## src/rtl/source_address_port_filter_assert.svh

```systemverilog
// Assertion macros shared by the source address and port filter RTL.
// Depends on clk and rst_n being visible in the module that uses them.
`ifndef SOURCE_ADDRESS_PORT_FILTER_ASSERT_SVH
`define SOURCE_ADDRESS_PORT_FILTER_ASSERT_SVH

// Same-cycle implication, disabled during reset.
`define SAPF_ASSERT_IMP(name, ante, cons) \
  name: assert property (@(posedge clk) disable iff (!rst_n) (ante) |-> (cons)) \
    else $error("sapf assertion failed");

// Next-cycle implication, disabled during reset.
`define SAPF_ASSERT_NXT(name, ante, cons) \
  name: assert property (@(posedge clk) disable iff (!rst_n) (ante) |=> (cons)) \
    else $error("sapf assertion failed");

`endif

```

## src/rtl/sapf_pkg.sv

```systemverilog
// Package for the source address and port filter: sizes, codes, types.
// No dependencies; used by sapf_ctrl, sapf_dp and the top level.
package sapf_pkg;

  localparam int MaxEntries = 128;
  localparam int IdxW       = $clog2(MaxEntries);
  localparam int CntW       = $clog2(MaxEntries + 1);
  localparam int KeyW       = 48;

  localparam logic       ActClassify = 1'b0;
  localparam logic       ActAdd      = 1'b1;
  localparam logic [7:0] ProtoTcp    = 8'd6;
  localparam logic [7:0] ProtoUdp    = 8'd17;

  typedef enum logic [2:0] {
    ST_IDLE,
    ST_DECODE,
    ST_ADD,
    ST_SCAN,
    ST_FIN
  } state_t;

  typedef struct packed {
    logic load;
    logic add_commit;
    logic scan_en;
    logic out_load;
  } cmd_t;

  typedef struct packed {
    logic is_add;
    logic is_search;
    logic scan_done;
    logic out_free;
  } sts_t;

endpackage

```

## src/rtl/sapf_ctrl.sv

```systemverilog
// Controller state machine of the source address and port filter.
// Depends on sapf_pkg; drives command signals into sapf_dp.
module sapf_ctrl (
  input  logic            clk,
  input  logic            rst_n,
  input  logic            in_valid,
  output logic            in_stall,
  input  sapf_pkg::sts_t  sts,
  output sapf_pkg::cmd_t  cmd
);

  sapf_pkg::state_t state_r, state_nxt;

  always_ff @(posedge clk) begin
    if (!rst_n) begin
      state_r <= sapf_pkg::ST_IDLE;
    end else begin
      state_r <= state_nxt;
    end
  end

  always_comb begin
    state_nxt = state_r;
    case (state_r)
      sapf_pkg::ST_IDLE: begin
        if (in_valid) state_nxt = sapf_pkg::ST_DECODE;
      end
      sapf_pkg::ST_DECODE: begin
        if (sts.is_add) begin
          state_nxt = sapf_pkg::ST_ADD;
        end else if (sts.is_search) begin
          state_nxt = sapf_pkg::ST_SCAN;
        end else begin
          state_nxt = sapf_pkg::ST_FIN;
        end
      end
      sapf_pkg::ST_ADD:  state_nxt = sapf_pkg::ST_FIN;
      sapf_pkg::ST_SCAN: begin
        if (sts.scan_done) state_nxt = sapf_pkg::ST_FIN;
      end
      sapf_pkg::ST_FIN: begin
        if (sts.out_free) state_nxt = sapf_pkg::ST_IDLE;
      end
      default: state_nxt = sapf_pkg::ST_IDLE;
    endcase
  end

  always_comb begin
    cmd      = '0;
    in_stall = 1'b1;
    case (state_r)
      sapf_pkg::ST_IDLE: begin
        in_stall = 1'b0;
        cmd.load = in_valid;
      end
      sapf_pkg::ST_DECODE: ;
      sapf_pkg::ST_ADD:    cmd.add_commit = 1'b1;
      sapf_pkg::ST_SCAN:   cmd.scan_en = !sts.scan_done;
      sapf_pkg::ST_FIN:    cmd.out_load = sts.out_free;
      default: ;
    endcase
  end

endmodule

```

## config.mk

```make
export PLATFORM = sky130hd
export DESIGN_NAME = sapf_ctrl
export DESIGN_NICKNAME = d
export VERILOG_FILES = /design/src/rtl/source_address_port_filter_assert.svh /design/src/rtl/sapf_pkg.sv /design/src/rtl/sapf_ctrl.sv
export SDC_FILE = /design/constraint.sdc
export NUM_CORES = 1
export LEC_CHECK = 0
export BUFFER_PORTS_ARGS = -buffer_cell sky130_fd_sc_hd__buf_2
export CAP_MARGIN = 20
export CORE_AREA = 2 2 39 41
export DETAILED_ROUTE_END_ITERATION = 10
export DIE_AREA = 0 0 41 43
export SETUP_SLACK_MARGIN = 0.3
export SKIP_LAST_GASP = 1
export SLEW_MARGIN = 20
export SYNTH_ARGS = -nofsm -noshare
export SYNTH_HDL_FRONTEND = slang
export SYNTH_SLANG_ARGS = --single-unit
```

## constraint.sdc

```tcl
create_clock -name clk -period 1.58 [get_ports clk]
set_clock_uncertainty 0.05 [all_clocks]
set_input_delay 0.237 -clock clk [delete_from_list [all_inputs] [get_ports clk]]
set_output_delay 0.237 -clock clk [all_outputs]
set_load 0.1 [all_outputs]
```

==> results.cfg, run 1 <==
[synthesis]
synth_compound_area_frac = 0.235
syn_area_per_cell_sq_um = 8.00
syn_nets = 35
yosys.area_share.simple = 0.352
synth_xor_area_frac = 0
synth_top_family_by_area = simple AND/OR/NAND/NOR gates
yosysSeqAreaShare = 0.268
yosysUniqueCellTypes = 18
syn-cell-area_sq_um = 224
ys_warn_count = 0
syn_inst = 28
synth.area.mux_share = 0
synthAdderAreaFrac = 0
synth_top_cell_area_share = 0.268
yosys-top-cells-area = dfxtp_1, nor3_1, a2111oi_2
yosys_register_bits = 3
netlist.top_cell.by_area = dfxtp_1

[floorplan]
initial_utilization = 0.162
die_h_um = 43
core_sq_um = 1380
ios = 12
die_w_um = 41
die-area_sq_um = 1760
fp-row-count = 14

[clock_tree]
cts_max_level = 1
clk_pin_slew_ns = 0.04
clock_path_buffers = 2
cts_tree = built
cts-root-buf = clkbuf_4
clock_latency_ns = 0.24
holdBufCountCts = 0
cts_num_sinks = 3
numCtsBuffers = 3

[global_routing]
grt_pass1_vias = 277
grt_use_total = 0.102
antenna_found_initial = 0
grt-ovfl-total = 0
grt_pass1_wl_um = 1100
grt_max_degree = 10

[timing]
tightestPinTransition_ns = 0.633
maxSlewViolCount = 0
hold_viol = 0
period_minus_slack_ns = 1.56
fin_crit_sh = 0.985
max_freq_mhz = 643
grt_setup_unrepaired = yes
slew_headroom = 0.574
hold_ws_ns = 0.192
fin_tns_setup_ns = 0
setup_viol = 0

[drt]
drt_pass1_iterations = 5
wl_um = 810
via_count = 301
drt_iter0_drc = 11
routedWlPerCell_um = 12.1
remaining_drc_errors = 0
routed_via_density = 4.49
antenna_left = 0

[job]
drv_cap = 0

[cells_and_area]
final_util = 0.385
top_register = state_r
syn2layout_area_growth_pct = 138
final_cell_count_no_fill = 67
largest_reg_flops = 3
drive_gt1_frac = 0.686
layout.nets = 59
largest_registers = state_r (3)
antenna_cells = 0

[power]
power_density_nw_per_um2 = 1480
totalPowerFinal_w = 0.000789
total_leakage_power_nw = 0.223
ir_drop_uv = 573

[placement]
place.gp.congestion = 0.800
numPortBuffers = 11
dp.final_hpwl_um = 467
dp_cells = 55

[setup_path]
crit_start = state_r[0]
crit_type = reg -> out
cp_cell_sequence = or3_4 > nor2_4 > buf_12
critPathMaxStageDelay_ns = 0.40
cp_slowest_cell = or3_4
arrival_ns = 1.27
crit_required_ns = 1.29
worstSetupStartpointType = flip-flop
critPathBufInv = 1
path_delay_family = simple AND/OR/NAND/NOR gates
cp_max_fo = 4
end_kind = primary output
r2r_start = state_r[2]

[hold_path]
hold_path.class = in -> reg
hold_start = rst_n

[run_status]
outcome = complete, no violations
per-stage QoR:
stage                     instance area (sq um)  setup WS, ns
after floorplan                             269        -0.212
after global placement                      414         0.227
after detailed placement                    414         0.213
after CTS                                   489        0.0147
after global routing                        533       0.00636
final                                       533        0.0242
routing by layer:
metal / wire length, um / GRT usage / up-vias / part of all wire
met5: 0 / 0 / - / 0
met1: 297 / 0.0871 / 140 / 0.37
met4: 21 / 0.120 / 0 / 0.026
met3: 27 / 0.0314 / 2 / 0.033
met2: 463 / 0.156 / 11 / 0.57
li1: - / - / 148 / -
Yosys cell counts (all sizes together):
master   count
a2111oi      1
a32o         1
and4bb       1
buf          3
dfxtp        3
inv          3
nand2        3
nor2         2
nor3         3
nor3b        2
nor4         1
o211ai       1
o21ai        1
o21bai       1
o31ai        1
or3          1
report_power, final:
part           switching (W)  total, W  internal (W)
clock network      0.0000475  0.000143     0.0000951
registers          0.0000146  0.000113     0.0000982
logic               0.000305  0.000533      0.000228
total               0.000367  0.000789      0.000422
cells by family after synthesis:
family | Yosys count
AND/OR/NAND/NOR | 13
buffers and inverters | 6
AO/OA/AOI/OAI | 6
flip-flops | 3
worst paths after layout:
| kind | to | slack (ns) | depth (start not counted) |
|---|---|---|---|
| setup / recovery | cmd[3] | 0.02 | 3 |
| hold / removal | state_r[1] | 0.19 | 3 |
| setup reg to reg | state_r[2] | 0.17 | 4 |
| hold reg to reg | state_r[1] | 0.55 | 3 |
area by class of cell:
type | instances | area (sq um)
Clock buffer | 4 | 26.3
Multi-Input combinational cell | 19 | 183
Inverter | 3 | 11.3
Tap cell | 16 | 20.0
Timing Repair Buffer | 22 | 224
Sequential cell | 3 | 68.8
Fill cell | 140 | 851
worst register-to-register path: stages, from the launching register on:
cell,delay (ns)
dfxtp_4,0.34
buf_6,0.11
buf_4,0.14
nor4_1,0.57
a2111oi_4,0.05
cell usage in the layout (no fill, tap or decap), types with 2 or more instances in the layout:
cell	synthesis	final
nand2_1	3	3
nor3_1	3	2
inv_1	3	3
buf_12	0	5
dfxtp_4	0	2
buf_6	1	3
buf_2	2	6
clkbuf_4	0	3
buf_4	0	8
timing repair:
| item | in CTS | in global routing |
|---|---|---|
| gates resized for setup | 5 | 4 |
| pin swaps | 3 | 2 |
| endpoints found under the setup margin | 5 | 6 |
| setup buffers | 5 | 3 |
| gates cloned | 0 | 0 |
Power figures use the tool's default switching activity.
==> run 2, diff against run 1 <==
PLACE_DENSITY_LB_ADDON = 0.15   (was default)
clock period = 2 ns   (was 1.58 ns; I/O delays follow)
==> run 2 against run 1 <==
  * Register-to-register slack better by 0.63 ns
  * Clock-buffer cell count unchanged
  * Cell area is 32% lower
  * Setup slack better by 0.33 ns
  * Die area did not move
==> results.cfg, run 2 (same netlist as run 1, synthesis figures left out) <==
[floorplan]
core_sq_um = 1380
die_w_um = 41
initial_utilization = 0.162
die_h_um = 43
die-area_sq_um = 1760
ios = 12
fp-row-count = 14

[setup_path]
crit_type = reg -> out
crit_required_ns = 1.65
r2r_slack_ns = 0.80
arrival_ns = 1.30
worstSetupStartpointType = flip-flop
reg2regPathDepth = 3
end_kind = primary output
cp_max_fo = 9

[power]
power_frac_clock = 0.222
ir_drop_uv = 309
totalPowerFinal_w = 0.000481
internal_power_w = 0.000235
p_sw_w = 0.000245
total_leakage_power_nw = 0.156
p_comb_frac = 0.558
p_sw_frac = 0.511
seq_power_share = 0.220
power_density_nw_per_um2 = 1330

[cells_and_area]
final_common_cell = buf_2
antenna_cells = 0
largest_reg_flops = 3
drive_gt1_frac = 0.575
top_register = state_r
seq_area_sq_um = 66.3
mostFrequentLayoutCells = buf_2, clkbuf_4, nand2_1, inv_1
multi_input_area_sq_um = 154
largest_registers = state_r (3)
layout.nets = 48
final_util = 0.261
fillers = 160
syn2layout_area_growth_pct = 61.5

[run_status]
outcome = complete, no violations

[drt]
remaining_drc_errors = 0
routed_via_density = 4.32
drt_pass1_iterations = 4
drt_iter0_drc = 4
wl_um = 581
routedWlPerCell_um = 10.4
via_count = 242
antenna_left = 0

[placement]
place_worst_setup_slack_ns = 0.317
place.gp.congestion = 0.736
numPortBuffers = 11

[hold_path]
hold_path_depth = 2
hold_path.class = in -> reg

[global_routing]
grt_use_total = 0.0832
grt_max_degree = 11
grt_pass1_vias = 233
grt-ovfl-total = 0
grt_pass1_wl_um = 945
antenna_found_initial = 0

[clock_tree]
cts-root-buf = clkbuf_4
cts_tree = built
numCtsBuffers = 3
clock_path_buffers = 2
clock_latency_ns = 0.23
cts_max_level = 1
cts_num_sinks = 3
post_cts_buffers = 0
clk_pin_slew_ns = 0.04

[timing]
setup_viol = 0
tightestPinTransition_ns = 0.371
period_minus_slack_ns = 1.65
setup_ws_ns = 0.354
maxSlewViolCount = 0
fin_crit_sh = 0.823
grt_setup_unrepaired = no
hold_viol = 0
slew_headroom = 0.750
max_freq_mhz = 607
fin_tns_setup_ns = 0

[job]
drv_cap = 0
==> run 2: critical path, cell delays in order, from the launching register on <==
cell and delay [ns]:
dfxtp_4 0.37, or3_4 0.41, clkbuf_4 0.29
==> run 2: per-layer routing <==
layer | share of wire | GRT usage | vias up | wire length, um
li1 | - | - | 124 | -
met1 | 0.45 | 0.109 | 107 | 260
met2 | 0.48 | 0.0969 | 11 | 276
met3 | 0.074 | 0.0314 | 0 | 43
met4 | 0 | 0.0800 | 0 | 0
met5 | 0 | 0 | - | 0
==> run 2: path summary, 6_finish.rpt <==
kind / start / endpoint
max: state_r[2] / in_stall
min: rst_n / state_r[0]
max reg2reg: state_r[0] / state_r[2]
min reg2reg: state_r[2] / state_r[1]
==> run 2: timing repair <==
item | in CTS | in global routing
hold buffers | 0 | 0
pin swaps | 0 | 1
setup endpoints to repair | 5 | 5
gates resized for setup | 6 | 7
==> run 2: through the flow <==
step,hold slack [ns],std cells,instance area [sq um]
global route,0.271,56,362
detailed placement,0.496,52,300
floorplan,0.375,28,253
CTS,0.254,56,344
global placement,0.499,52,300
finish,0.267,56,362
==> run 2: power groups by stage <==
stage	Combinational, W	Clock, W	Sequential [W]
floorplan	0.000254	0	0.0000772
global placement	0.000243	0	0.000102
detailed placement	0.000244	0	0.000103
CTS	0.000255	0.000113	0.000101
global route	0.000281	0.000119	0.000109
finish	0.000268	0.000107	0.000106
==> run 2: cell type report <==
class | instances | area share
timing repair buffer | 11 | 0.232
clock buffer | 4 | 0.0727
inverter | 3 | 0.0311
multi-input combinational | 19 | 0.426
tap | 16 | 0.0554
sequential | 3 | 0.183
